--- config.mk ---
export PLATFORM = sky130hd
export DESIGN_NAME = kpr_bscale
export DESIGN_NICKNAME = d
export VERILOG_FILES = /design/src/sv/kpr_pkg.sv /design/src/sv/kpr_bscale.sv
export SDC_FILE = /design/constraint.sdc
export NUM_CORES = 2
export LEC_CHECK = 0
export BUFFER_PORTS_ARGS = -buffer_cell sky130_fd_sc_hd__buf_2
export CAP_MARGIN = 15
export CORE_AREA = 5 5 404 406
export DETAILED_ROUTE_END_ITERATION = 8
export DIE_AREA = 0 0 409 411
export PLACE_DENSITY = 0.66
export SYNTH_ARGS = -nofsm -noshare
export SYNTH_HDL_FRONTEND = slang
export SYNTH_SLANG_ARGS = --single-unit
--- constraint.sdc ---
create_clock -name clk -period 3.47 [get_ports clk]
set_clock_uncertainty 0.1 [all_clocks]
set_input_delay 0.1735 -clock clk [delete_from_list [all_inputs] [get_ports clk]]
set_output_delay 0.1735 -clock clk [all_outputs]
set_load 0.01 [all_outputs]
--- src/sv/kpr_pkg.sv ---
package kpr_pkg;

	// Field and register widths
	localparam int KW  = 32;
	localparam int CW  = 64;
	localparam int IXW = 3;
	localparam int RSW = 25;

	// Block-scale input width and normalized width
	localparam int BW       = 51;
	localparam int NW       = 31;
	localparam int NORM_BIT = NW - 2;
	localparam int LDW      = $clog2(BW);

	// Square root and divider widths
	localparam int SQW       = 63;
	localparam int LW        = 31;
	localparam int SQ_STAGES = (SQW + 1) / 4;
	localparam int DNW       = 48;
	localparam int QW        = 17;
	localparam int DV_STAGES = (QW + 1) / 2;

	localparam logic [KW-1:0] ONE_Q16 = 32'h0001_0000;

	typedef enum logic [IXW-1:0] {
		REG_SRC_ROT_XY = 3'd0,
		REG_SRC_ROT_ZW = 3'd1,
		REG_DST_ROT_XY = 3'd2,
		REG_DST_ROT_ZW = 3'd3,
		REG_SRC_POS_XY = 3'd4,
		REG_DST_POS_XY = 3'd5,
		REG_POS_Z_PAIR = 3'd6,
		REG_ROOT_SCALE = 3'd7
	} reg_idx_t;

	typedef logic signed [BW-1:0] wide_t;
	typedef logic signed [NW-1:0] norm_t;

	// Item context carried down the pipe; index 0 is w, then x, y, z
	typedef struct packed {
		logic                 op;
		logic                 ident;
		logic [3:0][KW-1:0]   k;
		logic [2:0][KW-1:0]   t;
		logic [3:0][NW-1:0]   b;
	} item_t;

endpackage

--- src/sv/kpr_bscale.sv ---
module kpr_bscale (
	input  logic             clk,
	input  logic             arst_n,
	input  logic             en,
	input  logic             valid,
	input  kpr_pkg::wide_t   vec [4],
	input  kpr_pkg::item_t   item,
	output logic             norm_valid,
	output kpr_pkg::norm_t   norm [4],
	output logic             zero,
	output kpr_pkg::item_t   norm_item
);

	logic [kpr_pkg::BW-1:0]  mag [4];
	logic [kpr_pkg::BW-1:0]  mag_or;
	logic [kpr_pkg::LDW-1:0] lead;

	logic                    v_s1, v_s2, v_s3;
	kpr_pkg::wide_t          vec_s1 [4];
	kpr_pkg::wide_t          vec_s2 [4];
	logic [kpr_pkg::BW-1:0]  or_s1;
	logic                    right_s2, zero_s2, zero_s3;
	logic [kpr_pkg::LDW-1:0] sh_s2;
	kpr_pkg::norm_t          norm_s3 [4];
	kpr_pkg::item_t          item_s1, item_s2, item_s3;

	// Leading one of the largest magnitude equals leading one of the OR
	always_comb begin
		mag_or = '0;
		for (int i = 0; i < 4; i++) begin
			mag[i] = vec[i][kpr_pkg::BW-1] ? kpr_pkg::BW'(-vec[i]) : kpr_pkg::BW'(vec[i]);
			mag_or = mag_or | mag[i];
		end
	end

	always_comb begin
		lead = '0;
		for (int i = 0; i < kpr_pkg::BW; i++) begin
			if (or_s1[i]) lead = kpr_pkg::LDW'(i);
		end
	end

	// Advance valid bits
	always_ff @(posedge clk or negedge arst_n) begin
		if (!arst_n) begin
			v_s1 <= 1'b0;
			v_s2 <= 1'b0;
			v_s3 <= 1'b0;
		end else if (en) begin
			v_s1 <= valid;
			v_s2 <= v_s1;
			v_s3 <= v_s2;
		end
	end

	// Stage 1: magnitude OR; stage 2: shift amount; stage 3: apply shift
	always_ff @(posedge clk) begin
		if (en) begin
			vec_s1   <= vec;
			or_s1    <= mag_or;
			item_s1  <= item;
			vec_s2   <= vec_s1;
			item_s2  <= item_s1;
			zero_s2  <= (or_s1 == '0);
			right_s2 <= (int'(lead) > kpr_pkg::NORM_BIT);
			sh_s2    <= (int'(lead) > kpr_pkg::NORM_BIT) ?
				kpr_pkg::LDW'(int'(lead) - kpr_pkg::NORM_BIT) :
				kpr_pkg::LDW'(kpr_pkg::NORM_BIT - int'(lead));
			item_s3  <= item_s2;
			zero_s3  <= zero_s2;
			for (int i = 0; i < 4; i++) begin
				norm_s3[i] <= right_s2 ? kpr_pkg::NW'(vec_s2[i] >>> sh_s2) :
					kpr_pkg::NW'(vec_s2[i] <<< sh_s2);
			end
		end
	end

	assign norm_valid = v_s3;
	assign norm       = norm_s3;
	assign zero       = zero_s3;
	assign norm_item  = item_s3;

	a_zero_means_zero: assert property (@(posedge clk) disable iff (!arst_n)
		v_s3 && zero_s3 |-> (norm_s3[0] == '0) && (norm_s3[1] == '0) &&
			(norm_s3[2] == '0) && (norm_s3[3] == '0))
		else $error("zero block scale with nonzero output");

	a_norm_range: assert property (@(posedge clk) disable iff (!arst_n)
		v_s2 && !zero_s2 && !right_s2 |-> sh_s2 <= kpr_pkg::LDW'(kpr_pkg::NORM_BIT))
		else $error("left shift beyond normalize target");

endmodule

; Yosys cells after proc, flatten, opt, wreduce, memory -nomap -nowiden
; Cells that the tools add are included.
[classes]
add_sub_neg = 6
order_cmp = 1
shifts = 8
muxes = 59
bitwise_logic = 3
reduce_logical = 1
[op_table]
columns = cell, count
row1 = 6-bit 2-to-1 mux, 50
row2 = 51-bit 2-to-1 mux, 4
row3 = 51-bit negator, 4
row4 = 51-bit by 6-bit <<< shifter with 31-bit output, 4
row5 = 51-bit by 6-bit >>> shifter with 31-bit output, 4
row6 = 51-bit bitwise OR, 3
row7 = 31-bit 2-to-1 mux, 4
row8 = 51-bit logical NOT, 1
row9 = 6-bit by 5-bit greater-than comparator with 1-bit output (second input constant), 1
row10 = 5-bit by 6-bit subtractor with 6-bit output (first input constant), 1
row11 = 6-bit by 5-bit subtractor with 6-bit output (second input constant), 1
row12 = 1-bit 2-to-1 mux, 1
[word_totals]
ff_bits = 1645
in_bits = 558
output_inout_bits = 476
wordCells = 137

; Depth between registers and ports, before layout
[depth]
depth_word = 52
depth_mapped = 14

; Worst setup path before layout
; Ideal clock, no wire load.
[synth_timing]
kind = reg-to-reg
startpoint = register or_s1[2] in the netlist's numbering
endpoint = register sh_s2[4] in the netlist's numbering (data pin)
setup_time_ps = 270
t_arrival_ps = 2806
t_required_ps = 3100
setup_slack_ps = 294
path_stages_with_launch = 15
path_buffers = 0
synth_period_minus_slack_ps = 3176
cell_sequence = edfxtp_1 > nand2b_1 > a221oi_1 > nor4_1 > o21ai_0 > a21oi_1 > o21ai_0 > nand2_1 > ha_1 > nor2_1 > and4b_1 > inv_1 > o31ai_1 > o41ai_1 > xor2_1
[synth_via]
elab_chain_len = 51
elab_cells_between_ends = 53
[synth_lines]
columns = element, line
row1 = "start, declared", kpr_bscale.sv:21  ; logic [kpr_pkg::BW-1:0] or_s1;
row2 = "start signal, assigned", kpr_bscale.sv:60  ; or_s1 <= mag_or;
row3 = 6-bit 2-to-1 mux (*) (49 in a row), kpr_bscale.sv:39  ; if (or_s1[i]) lead = kpr_pkg::LDW'(i);
row4 = "5-bit by 6-bit subtractor with 6-bit output, or another cell as far along", kpr_bscale.sv:68  ; kpr_pkg::LDW'(kpr_pkg::NORM_BIT - int'(lead));
row5 = 6-bit 2-to-1 mux (*), kpr_bscale.sv:66  ; sh_s2 <= (int'(lead) > kpr_pkg::NORM_BIT) ?
row6 = "end signal, assigned", kpr_bscale.sv:66
row7 = "end, declared", kpr_bscale.sv:23  ; logic [kpr_pkg::LDW-1:0] sh_s2;
; Every way passes the cells marked *; elsewhere a longest branch is shown, timed or not.
; A chain may end at the register's enable or synchronous reset.

; Final worst setup path
[layout_timing]
startpoint = register sh_s2[0] in the netlist's numbering
endpoint = register norm_s3, in the netlist norm[69] (data pin)
[layout_via]
elab_chain_len = 2
elab_cells_between_ends = 3
[layout_lines]
columns = element, line
row1 = 51-bit by 6-bit <<< shifter with 31-bit output or 51-bit by 6-bit >>> shifter with 31-bit output (tied branches), "kpr_bscale.sv:73, kpr_bscale.sv:72"
row2 = 31-bit 2-to-1 mux (*), kpr_bscale.sv:72  ; norm_s3[i] <= right_s2 ? kpr_pkg::NW'(vec_s2[i] >>> sh_s2) :
row3 = "end signal, assigned by index", kpr_bscale.sv:72
row4 = "end, declared", kpr_bscale.sv:24  ; kpr_pkg::norm_t norm_s3 [4];
; Marked as above.

==> impl_metrics.tcl <==
set metrics [dict create \
    outcome "completed" \
    initial_utilization 0.455 \
    numCtsBuffers 165 \
    crit_top_cell "buf_12" \
    finalSetupViolCount 0 \
    cp.arrival_ns 3.89 \
    max_cap_violations 0 \
    rr_worst_depth 10 \
    layout-drive-gt1-share 0.302 \
    synth-async-reset-ratio 0.00182 \
    ir_drop_v 0.000750 \
    syn_avg_cell_area_um2 15.3 \
    post-route-min-period_ns 3.43 \
    design_area_um2 98400 \
    timing.rr.start "sh_s2[0]" \
    fp-row-count 147 \
    htree_levels 4 \
    setup_slack_ns 0.0373 \
    drt-pass1-iter-count 6 \
    die_w_um 409 \
    yosys-top-cells-count "1642 x edfxtp_1, 448 x nor2_1, 373 x nand2_1, 308 x mux4_2, 278 x o21ai_0" \
    tightest_slew_ns 0.962 \
    post-dp-hpwl_um 221000 \
    reg2reg_slack_ns 0.04 \
    critical-path-slowest-cell "mux4_2" \
    path_clk_slew_ns 0.06 \
    gr-usage-all-layers 0.360 \
    clock_latency_ns 0.84 \
    cp-startpoint "sh_s2[0]" \
    synth_edf_count 1642 \
    multi_input_area_um2 21900 \
    synth_top_cell_area_share 0.680 \
    port_buffers 1033 \
    fin_nets 7624 \
    crit_path_start_kind "flop" \
    reg2reg_to "norm[69]" \
    place_area_um2 83800 \
    place_congestion 1.02 \
    yosys.area.top_type "edfxtp_1" \
    tritoncts "done" \
    grt_overflow 0 \
    wl_per_cell_um 33.3 \
    first_global_vias 56199 \
    finalHoldViolations 0 \
    power_density_nw_per_um2 534 \
    ioPinCount 1034 \
    synth_fp_nets 5302 \
    clkSinkCount 1645 \
    layout.area.seq_um2 49400 \
    hold_path_class "in2reg" \
    syn_area_um2 72500 \
    critPathRequiredTime_ns 3.92 \
    path_buf_inv 3 \
    grt_max_degree 111 \
    core_um2 159000 \
    hold_slack_ns 0.0481 \
    ys_seq_elements 1645 \
    drv_slew 0 \
    area_growth_pct 35.8 \
    antenna_found_initial 95 \
    synth-main-ff-cell "edfxtp_1" \
    die_h_um 411 \
    grt_pass1_wl_um 427000 \
    rsz0062_at_grt "false" \
    whs_path_depth 2 \
    worstPathMaxFanout 36 \
    die-area_um2 168000 \
    synthCells 4736 \
    drc 0 \
    fillers 11655 \
    min_to "vec_s1[35]" \
    critPathMaxStageDelay_ns 0.59 \
    path_class "reg2reg" \
    crit_path_cell_trace "buf_12 > buf_12 > mux4_2 > mux2i_1 > nor2_1 > nor3_1 > a211oi_1 > a31oi_1 > o21ai_0 > buf_4" \
    vias_per_cell 6.02 \
    cp-end-kind "flop" \
    place_ws_ns -0.121 \
    cp_top_family "multiplexers" \
    max_freq_ghz 0.291 \
    min_period_over_period 0.989 \
    wirelength_um 311000 \
    post_cts_buffers 0 \
    clockBufferDepth 3 \
    via_count 56245 \
    drt_iter0_drc 7591 \
    synth_cell_types 68 \
    ant_nets 0 \
    p_leak_uw 0.0373 \
    root_buffer "clkbuf_16" \
    min_from "vec[35]" \
    synth_area_leaders "edfxtp_1 68%, mux4_2 9.6%, mux2i_1 3.3%" \
    slew_headroom 0.351 \
    yosysWarnings 0 \
    yosysSeqAreaShare 0.681 \
    synth.most_common_cell "edfxtp_1" \
]
-- what timing repair did --
action	CTS	global route
hold buffers	904	0
gates resized for setup	1	6
setup endpoints to repair	4	4
pin swaps	0	1
hold endpoints to repair	833	0
-- layer usage --
metal	part of all wire	track usage	up-vias
met5	0.00063	0	-
met4	0.082	0.241	32
met3	0.097	0.0915	906
met2	0.47	0.583	3696
met1	0.35	0.427	28184
li1	-	-	23427
-- power by group --
part / internal (uW) / leakage [uW] / switching (uW)
sequential: 23700 / 0.0161 / 860
clock: 9850 / 0.00261 / 8310
combinational: 4080 / 0.0186 / 5760
total: 37600 / 0.0373 / 14900
-- how the worst max path moves through the flow --
| stage | depth (start not counted) | slack, ns | to |
|---|---|---|---|
| 2_1_floorplan | 14 | 0.29 | sh_s2[4] |
| 3_3_place_gp | 15 | -0.15 | sh_s2[4] |
| 3_5_place_dp | 15 | -0.12 | sh_s2[4] |
| 4_1_cts | 15 | 0.06 | sh_s2[4] |
| 5_1_grt | 11 | 0.02 | norm[99] |
| 6_report | 10 | 0.04 | norm[69] |
-- layout by cell type (no fill, tap or decap), drive strengths merged, types with 41 or more instances in the layout --
master / n
edfxtp: 1642
xor2: 140
o21ai: 280
nand4: 51
o31ai: 71
nor4: 41
clkinv: 69
nor2: 448
mux2i: 241
dlygate4sd3: 904
mux2: 57
mux4: 308
o22ai: 51
buf: 1537
inv: 45
xnor2: 50
diode: 65
a21oi: 174
clkbuf: 199
nor3: 100
nand2: 373
-- worst register-to-register path, stage by stage, from the launching register on --
cell,delay [ns]
edfxtp_1,0.39
buf_12,0.17
buf_12,0.27
mux4_2,0.60
mux2i_1,0.34
nor2_1,0.07
nor3_1,0.31
a211oi_1,0.09
a31oi_1,0.35
o21ai_0,0.26
buf_4,0.21
-- sequential cells by signal (all words and copies together) (netlist names) --
| signal | cells |
|---|---|
| vec_s1 | 204 |
| v_s2 | 1 |
| or_s1 | 51 |
| norm_item | 350 |
| right_s2 | 1 |
| zero | 1 |
| item_s1 | 350 |
| sh_s2 | 6 |
| norm_valid | 1 |
| vec_s2 | 204 |
| zero_s2 | 1 |
| item_s2 | 350 |
| norm | 124 |
| v_s1 | 1 |
-- stage by stage --
step	utilization	total power (uW)	cells	setup TNS, ns
after floorplan	-	28500	4736	0
after global placement	0.525	33300	8073	-0.419
after detailed placement	0.525	33400	8073	-0.365
after CTS	0.616	51900	9275	0
after global routing	0.617	54000	9315	0
final	0.617	52500	9340	0
-- logic make-up after synthesis --
group           Yosys count  synth area share
compound gates          789            0.0673
simple gates           1179            0.0724
flops                  1645             0.681
mux                     606             0.138
xor+xnor                190            0.0230
fa+ha+maj                 8           0.00138
buf+inv                 319            0.0167
-- final cells by class --
cell class                      count  area share
Sequential cell                  1645       0.502
Multi-Input combinational cell   2772       0.223
Timing Repair Buffer             2441       0.191
Clock buffer                      199      0.0433
Tap cell                         2086      0.0265
Clock inverter                     99      0.0116
Antenna cell                       65     0.00165
Inverter                           33     0.00139
Power figures use the tool's default switching activity.
